`src/hdl/hsmp_pkg.sv`:
```
// Shared constants and types for the half-sample mean pyramid block.
package hsmp_pkg;

  // Configuration register layout.
  localparam int CFG_W   = 12;
  localparam int CFG_IDX_W = 1;
  localparam logic [CFG_IDX_W-1:0] REG_IMAGE_WIDTH  = 1'b0;
  localparam logic [CFG_IDX_W-1:0] REG_IMAGE_HEIGHT = 1'b1;

  // Register reset values.
  localparam logic [CFG_W-1:0] IMAGE_WIDTH_RST  = 12'd640;
  localparam logic [CFG_W-1:0] IMAGE_HEIGHT_RST = 12'd480;

  // Geometry limits.
  localparam int MAX_WIDTH_DEF = 2048;
  localparam int MAX_HEIGHT    = 2048;
  localparam int ROW_W         = $clog2(MAX_HEIGHT);

  // Pixel and pair-sum widths.
  localparam int PIX_W  = 8;
  localparam int PAIR_W = PIX_W + 1;
  localparam int SUM_W  = PAIR_W + 1;

  // Per-beat decision from the address generator.
  typedef struct packed {
    logic              wr_en;
    logic              rd_en;
    logic [PAIR_W-1:0] pair;
    logic              row_end;
    logic              frame_end;
  } hsmp_step_t;

endpackage

```
`src/hdl/hsmp_addr_gen.sv`:
```
// Configuration registers, raster counters and per-pixel line buffer decisions.
module hsmp_addr_gen
  import hsmp_pkg::*;
#(
  parameter int MAX_WIDTH = MAX_WIDTH_DEF,
  parameter int SLOT_W    = 10
) (
  input  logic                 clk,
  input  logic                 rst_n,
  input  logic                 cfg_wr_en,
  input  logic [CFG_IDX_W-1:0] cfg_index,
  input  logic [CFG_W-1:0]     cfg_wdata,
  input  logic                 accept,
  input  logic [PIX_W-1:0]     pixel,
  output hsmp_step_t           step,
  output logic [SLOT_W-1:0]    slot
);

  localparam int COL_W = $clog2(MAX_WIDTH);
  localparam int EW    = (COL_W + 1 > CFG_W) ? COL_W + 1 : CFG_W;
  localparam int HW    = ROW_W + 1;

  logic [CFG_W-1:0] width_r, width_nxt;
  logic [CFG_W-1:0] height_r, height_nxt;
  logic [COL_W-1:0] col_r, col_nxt;
  logic [ROW_W-1:0] row_r, row_nxt;
  logic [PIX_W-1:0] held_r, held_nxt;

  logic [EW-1:0] width_ext, eff_w, grid_w, col_ext, col_inc;
  logic [HW-1:0] eff_h, grid_h, row_ext, row_inc;
  logic          in_grid;

  // Clamp the configured geometry to the supported range.
  always_comb begin
    width_ext = EW'(width_r);
    if (width_ext < EW'(2)) begin
      eff_w = EW'(2);
    end else if (width_ext > EW'(MAX_WIDTH)) begin
      eff_w = EW'(MAX_WIDTH);
    end else begin
      eff_w = width_ext;
    end
    if (height_r < CFG_W'(2)) begin
      eff_h = HW'(2);
    end else if (HW'(height_r) > HW'(MAX_HEIGHT)) begin
      eff_h = HW'(MAX_HEIGHT);
    end else begin
      eff_h = HW'(height_r);
    end
    grid_w = eff_w & ~EW'(1);
    grid_h = eff_h & ~HW'(1);
  end

  // Position decode for the pixel on the input port.
  always_comb begin
    col_ext = EW'(col_r);
    row_ext = HW'(row_r);
    col_inc = col_ext + EW'(1);
    row_inc = row_ext + HW'(1);
    in_grid = (col_ext < grid_w) && (row_ext < grid_h);

    step.pair      = PAIR_W'(held_r) + PAIR_W'(pixel);
    step.wr_en     = accept && in_grid && col_r[0] && !row_r[0];
    step.rd_en     = accept && in_grid && col_r[0] && row_r[0];
    step.row_end   = (col_inc == grid_w);
    step.frame_end = (col_inc == grid_w) && (row_inc == grid_h);
    slot           = SLOT_W'(col_r >> 1);
  end

  // Next state of counters, held pixel and registers.
  always_comb begin
    width_nxt  = width_r;
    height_nxt = height_r;
    col_nxt    = col_r;
    row_nxt    = row_r;
    held_nxt   = held_r;
    if (cfg_wr_en) begin
      unique case (cfg_index)
        REG_IMAGE_WIDTH:  width_nxt  = cfg_wdata;
        REG_IMAGE_HEIGHT: height_nxt = cfg_wdata;
      endcase
    end
    if (accept) begin
      if (in_grid && !col_r[0]) begin
        held_nxt = pixel;
      end
      if (col_inc >= eff_w) begin
        col_nxt = '0;
        row_nxt = (row_inc >= eff_h) ? '0 : ROW_W'(row_inc);
      end else begin
        col_nxt = COL_W'(col_inc);
      end
    end
  end

  always_ff @(posedge clk) begin
    if (!rst_n) begin
      width_r  <= IMAGE_WIDTH_RST;
      height_r <= IMAGE_HEIGHT_RST;
      col_r    <= '0;
      row_r    <= '0;
      held_r   <= '0;
    end else begin
      width_r  <= width_nxt;
      height_r <= height_nxt;
      col_r    <= col_nxt;
      row_r    <= row_nxt;
      held_r   <= held_nxt;
    end
  end

endmodule

```
`config.mk`:
```
export PLATFORM = sky130hd
export DESIGN_NAME = hsmp_addr_gen
export DESIGN_NICKNAME = d
export VERILOG_FILES = /design/src/hdl/hsmp_pkg.sv /design/src/hdl/hsmp_addr_gen.sv
export SDC_FILE = /design/constraint.sdc
export NUM_CORES = 1
export LEC_CHECK = 0
export BUFFER_PORTS_ARGS = -buffer_cell sky130_fd_sc_hd__buf_4
export CORE_ASPECT_RATIO = 0.8
export CORE_MARGIN = 10
export CORE_UTILIZATION = 30
export DETAILED_ROUTE_END_ITERATION = 16
export PLACE_DENSITY = 0.52
export SYNTH_ARGS = -nofsm -noshare
export SYNTH_HDL_FRONTEND = slang
export SYNTH_SLANG_ARGS = --single-unit
```
`constraint.sdc`:
```
create_clock -name clk -period 3 [get_ports clk]
set_input_delay 0.15 -clock clk [delete_from_list [all_inputs] [get_ports clk]]
set_output_delay 0.15 -clock clk [all_outputs]
set_load 0.02 [all_outputs]
```
## Yosys cells after proc, flatten, opt, wreduce, memory -nomap -nowiden

Index checks and enable logic that the tools add are counted.

- Flip-flop bits (word level): 54
- Bits in latches: 0
- Bits in writable memories: 0
- Memory bits (read-only): 0
- Bits of input ports: 25
- Output and inout port bits: 23
- Memories: 0

- Add/sub/neg operators: 3
- $mul: 0
- Divide/modulo/power cells: 0
- Magnitude comparators: 8
- Equality and inequality tests: 2
- Shifts and indexed selects: 0
- Mux-type cells: 6
- Bitwise gates (word level): 1
- Reductions and logical operators: 13

Operator list:

| operator | number |
|---|---|
| 12-bit 2-to-1 mux | 4 |
| 11-bit by 1-bit adder with 12-bit output, second input constant | 2 |
| 12-bit == test | 2 |
| 12-bit >= comparator | 2 |
| 12-bit greater-than comparator, second input constant | 2 |
| 11-bit by 12-bit less-than comparator with 1-bit output | 2 |
| 12-bit by 2-bit less-than comparator with 1-bit output, second input constant | 2 |
| 11-bit 2-to-1 mux | 2 |
| 8-bit by 8-bit adder with 9-bit output | 1 |
| 2-bit AND reduction | 4 |
| 1-bit logical AND | 7 |
| 1-bit zero test | 2 |
| 1-bit inverter | 1 |

## Longest topological paths before layout

- Depth after elaboration: 8
- Gate-level depth with buffers: 14

## Least setup slack after synthesis

No wires, ideal clock.

- Path kind: register to register
- Start point: register col_r[0]
- End point: register col_r[9]
- Setup time: 0.074 ns
- Arrival: 3.004 ns
- Required time: 2.926 ns
- Setup slack: -0.078 ns
- Cell stages (with the launch flop): 15
- Period minus slack after synthesis: 3.078 ns
- Cells stage by stage: dfxtp_1 > clkbuf_1 > nand3_1 > nor2_1 > and3_1 > nand3_1 > xnor2_1 > ha_1 > and4_1 > nand2b_1 > o22ai_1 > or3b_1 > clkbuf_1 > or3_1 > o21ai_0

- Word-level cells in the longest chain between the ends: 3

Ends and longest elaborated chain:

| what | line | source |
|---|---|---|
| start, declared | hsmp_addr_gen.sv:25 | `logic [COL_W-1:0] col_r, col_nxt;` |
| start signal, assigned | hsmp_addr_gen.sv:106 | `col_r <= col_nxt;` |
| 11-bit by 1-bit adder with 12-bit output * | hsmp_addr_gen.sv:58 | `col_inc = col_ext + EW'(1);` |
| 12-bit >= comparator | hsmp_addr_gen.sv:87 | `if (col_inc >= eff_w) begin` |
| 11-bit 2-to-1 mux * | hsmp_addr_gen.sv:87 |  |

Every way passes the cells marked *; elsewhere a longest branch is shown, timed or not.
A chain may end at the register's enable or synchronous reset.

## Worst setup path in the final report

- Start point: register height_r[7]
- End point: register row_r[9]

- Word-level cells in the longest chain between the ends: 5
- Elaborated cells between the ends (all ways): 6

Ends and longest elaborated chain:

| what | line | source |
|---|---|---|
| start, declared | hsmp_addr_gen.sv:24 | `logic [CFG_W-1:0] height_r, height_nxt;` |
| start signal, assigned | hsmp_addr_gen.sv:105 | `height_r <= height_nxt;` |
| 12-bit greater-than comparator | hsmp_addr_gen.sv:45 | `end else if (HW'(height_r) > HW'(MAX_HEIGHT)) begin` |
| 12-bit 2-to-1 mux | hsmp_addr_gen.sv:45 |  |
| 12-bit 2-to-1 mux * | hsmp_addr_gen.sv:43 | `if (height_r < CFG_W'(2)) begin` |
| 12-bit >= comparator * | hsmp_addr_gen.sv:89 | `row_nxt = (row_inc >= eff_h) ? '0 : ROW_W'(row_inc);` |
| 11-bit 2-to-1 mux * | hsmp_addr_gen.sv:89 |  |
| end signal, assigned | hsmp_addr_gen.sv:107 | `row_r <= row_nxt;` |
| end, declared | hsmp_addr_gen.sv:26 | `logic [ROW_W-1:0] row_r, row_nxt;` |

Marks and branches as above.

==> flow_summary.yaml <==
worst_hold_path:
  hp-class: "input port to flip-flop"
  min_from: "cfg_wdata[8]"
  hold_depth: 3
  whs_endpoint: "height_r[8]$_SDFFE_PN1P_"
layout:
  fillers: 1331
  final-seq-area_sq_um: 1090
  final_cell_count_no_fill: 752
  multi_input_area_sq_um: 3020
  final_nets: 654
  final_cell_mix: "buf_4 (103), nand2_1 (102), ha_1 (47), dfxtp_1 (47), a21boi_0 (18)"
  area_growth_pct: 36.0
  insertedDiodeCount: 0
  final_common_cell: "buf_4"
  drive_above_1_share_pct: 30.7
worst_setup_path:
  required_ns: 3.24
  r2r_setup_slack_ns: 0.02
  crit_slowest_cell: "dfxtp_2"
  reg2reg_depth: 13
  end_kind: "flip-flop"
  crit_arrival_ns: 3.22
  worst-path-max-fanout: 8
  r2r-start: "height_r[7]$_SDFFE_PN1P_"
  r2r-end: "row_r[9]$_SDFFE_PN0P_"
  crit_chain: "nor4_4, nand3_2, buf_4, buf_4, o211a_1, ha_1, nand2b_1, a221o_1, a221oi_2, and2_4, buf_6, a22o_1, a22o_1"
  slowest_delay_ns: 0.34
  startpoint_type: "flip-flop"
  critical_path_class: "flip-flop to flip-flop"
power:
  intPower_mw: 1.30
  combinationalPowerShare_pct: 24.8
  p_switching_mw: 0.568
  switching_share_pct: 30.4
  ir_worst_vdd_mv: 0.243
  power_frac_seq_pct: 41.4
  leakagePower_nw: 2.46
  power_density_nw_per_um2: 347
  power_frac_clock_pct: 33.9
sta:
  rsz0062_at_grt: "true"
  final.setup.worst_slack_ns: 0.0182
  worstMarginPinSlew_ns: 0.678
  setup_viol: 0
  fmax_ghz: 0.335
  max_slew_margin_pct: 54.7
  hold_violations: 0
  min_period_ns: 2.98
  fin_crit_sh_pct: 99.4
  skew_ns: 0.00466
  drv_slew: 0
synthesis:
  ys_seq_area_share_pct: 27.3
  syn_area_sq_um: 3950
  ys_ff_latch: 54
  synth.avg_cell_area_sq_um: 8.12
  synth_top_area_share_pct: 27.3
  synthCells: 487
  synth_fp_nets: 565
  synth_flop_cell: "dfxtp_1"
  ys.warnings.count: 0
  synth_top_cell_by_area: "dfxtp_1"
  yosysUniqueCellTypes: 55
  synth_edf_count: 0
  synthArstFlopShare_pct: 0
  yosys-top-cells-area: "dfxtp_1 (27%), ha_1 (16%), nand2_1 (10%)"
die:
  die_y_um: 123
  initial_utilization_pct: 30.7
  core_sq_um: 12900
  fp.dieArea_sq_um: 18200
  num_rows: 37
  io_pins: 48
  die_w_um: 148
routing:
  routed_wl_um: 11500
  vias: 3718
  drc: 0
  via_per_inst: 4.94
  ant_nets: 0
  routedWlPerCell_um: 15.3
  first_pass_iters: 5
  dr.first_iter.drc_count: 158
run:
  cap_violations: 0
placement:
  dp_hpwl_um: 8810
  gp_congestion: 0.866
  dp_slack_ns: -0.0880
  port-buffer-count: 47
  dp.cells: 731
clock_network:
  cts_root_buf: "clkbuf_16"
  cts_buffers: 5
  cts.sinks: 54
  cts.clk_slew.worst_paths_ns: 0.07
  cts_buffer_depth: 2
  cts-htree-levels: 2
  postCtsHoldBufs: 0
  clk_latency_ns: 0.30
  cts_tree: "yes"
grt:
  antenna_found_initial: 0
  grt_pass1_vias: 3633
  grt_pass1_wl_um: 18300
  track_usage_pct: 12.3
  overflow: 0
  grt_max_degree: 54
run_status:
  outcome: "completed"
## cells in the mapped netlist (2+ instances only)
| master | n |
|---|---|
| nor2b_1 | 4 |
| xor2_1 | 10 |
| a21o_1 | 11 |
| o21a_1 | 3 |
| or2_2 | 2 |
| a221o_1 | 2 |
| nand4_1 | 5 |
| nand2b_1 | 10 |
| nor2_1 | 19 |
| nor3b_1 | 2 |
| inv_1 | 13 |
| and3_1 | 7 |
| nand2_1 | 105 |
| o21ai_0 | 18 |
| and2_1 | 3 |
| clkbuf_1 | 14 |
| a32o_1 | 5 |
| a21boi_0 | 18 |
| buf_4 | 11 |
| a22o_1 | 15 |
| dfxtp_1 | 54 |
| nand3_1 | 22 |
| a211oi_1 | 2 |
| nor4_1 | 4 |
| mux2i_1 | 8 |
| xnor2_1 | 13 |
| nor3_1 | 10 |
| ha_1 | 52 |
| and4_1 | 2 |
| nand4b_1 | 2 |
| a21oi_1 | 17 |
## power by group through the flow
stage / Sequential (mW) / Clock [mW] / Combinational [mW]
2_1_floorplan: 0.778 / 0 / 0.254
3_3_place_gp: 0.780 / 0 / 0.403
3_5_place_dp: 0.781 / 0 / 0.411
4_1_cts: 0.768 / 0.652 / 0.426
5_1_grt: 0.777 / 0.684 / 0.510
6_report: 0.772 / 0.632 / 0.463
## how the worst max path moves through the flow
stage                     slack [ns]                 startpoint  cells after the start                    end
final                           0.02   height_r[7]$_SDFFE_PN1P_                     13  row_r[9]$_SDFFE_PN0P_
after global routing           -0.14   height_r[7]$_SDFFE_PN1P_                     11               step[11]
after CTS                      -0.03  height_r[10]$_SDFFE_PN0P_                     12               step[11]
after detailed placement       -0.09   height_r[7]$_SDFFE_PN1P_                     10  row_r[0]$_SDFFE_PN0P_
after global placement         -0.02   height_r[7]$_SDFFE_PN1P_                     10  row_r[0]$_SDFFE_PN0P_
after floorplan                -0.04      col_r[1]$_SDFFE_PN0P_                     14  col_r[9]$_SDFFE_PN0P_
## timing repair
item,CTS,global route
resized for setup,20,56
buffers inserted,4,8
hold endpoints to repair,0,0
gates cloned,0,1
setup endpoints to repair,22,21
pin swaps,11,30
## critical path: cells and delay by family, from the launching register on
kind | cells | cell delay [ns]
buffers and inverters | 3 | 0.40
flip-flops | 1 | 0.34
adder cells (fa/ha/maj) | 1 | 0.26
AND/OR/NAND/NOR | 4 | 0.81
AO/OA/AOI/OAI | 5 | 1.12
## metal layers
metal / share of wire, % / track usage [%] / vias to the layer above
met1: 51 / 16.9 / 1736
met5: 0 / 0 / -
met3: 4.9 / 3.35 / 7
met4: 0.76 / 2.35 / 0
li1: - / - / 1912
met2: 43 / 18.9 / 63
## cell families (layout without fill, tap and decap cells)
group                      after synthesis  count (layout)  share of synthesized area (%)
DFF                                     54              54                           27.3
buffers and inverters                   40             129                           4.87
and+or+nand+nor                        205             206                           24.7
adders and majority gates               53              53                           17.0
muxes                                    9               9                           2.31
xor gates and xnor gates                23              23                           5.09
AOI/OAI and AO/OA                      103             103                           18.8
## per-stage QoR
step	TNS (ns)	utilization, %	cell area [sq um]	hold slack (ns)	power [mW]
finish	0	41.8	5380	0.0703	1.87
global route	-0.917	41.8	5380	0.0828	1.97
CTS	-0.0617	39.4	5070	0.0688	1.85
detailed placement	-0.594	37.1	4770	0.382	1.19
global placement	-0.0295	37.1	4770	0.385	1.18
floorplan	-0.0390	-	3970	0.274	1.03
## flip-flops by register name, indices dropped and copies added (netlist names)
register and flops:
height_r 12, width_ext 12, col_r 11, row_r 11
held_r 8
## layout make-up
class                      instances  share of cell area (%)
clock buffer                       6                    2.58
sequential                        54                    20.3
tap                              175                    4.07
clock inverter                     2                   0.303
inverter                          13                   0.908
timing repair buffer             108                    15.6
multi-input combinational        394                    56.2
(Power assumes the default switching activity.)
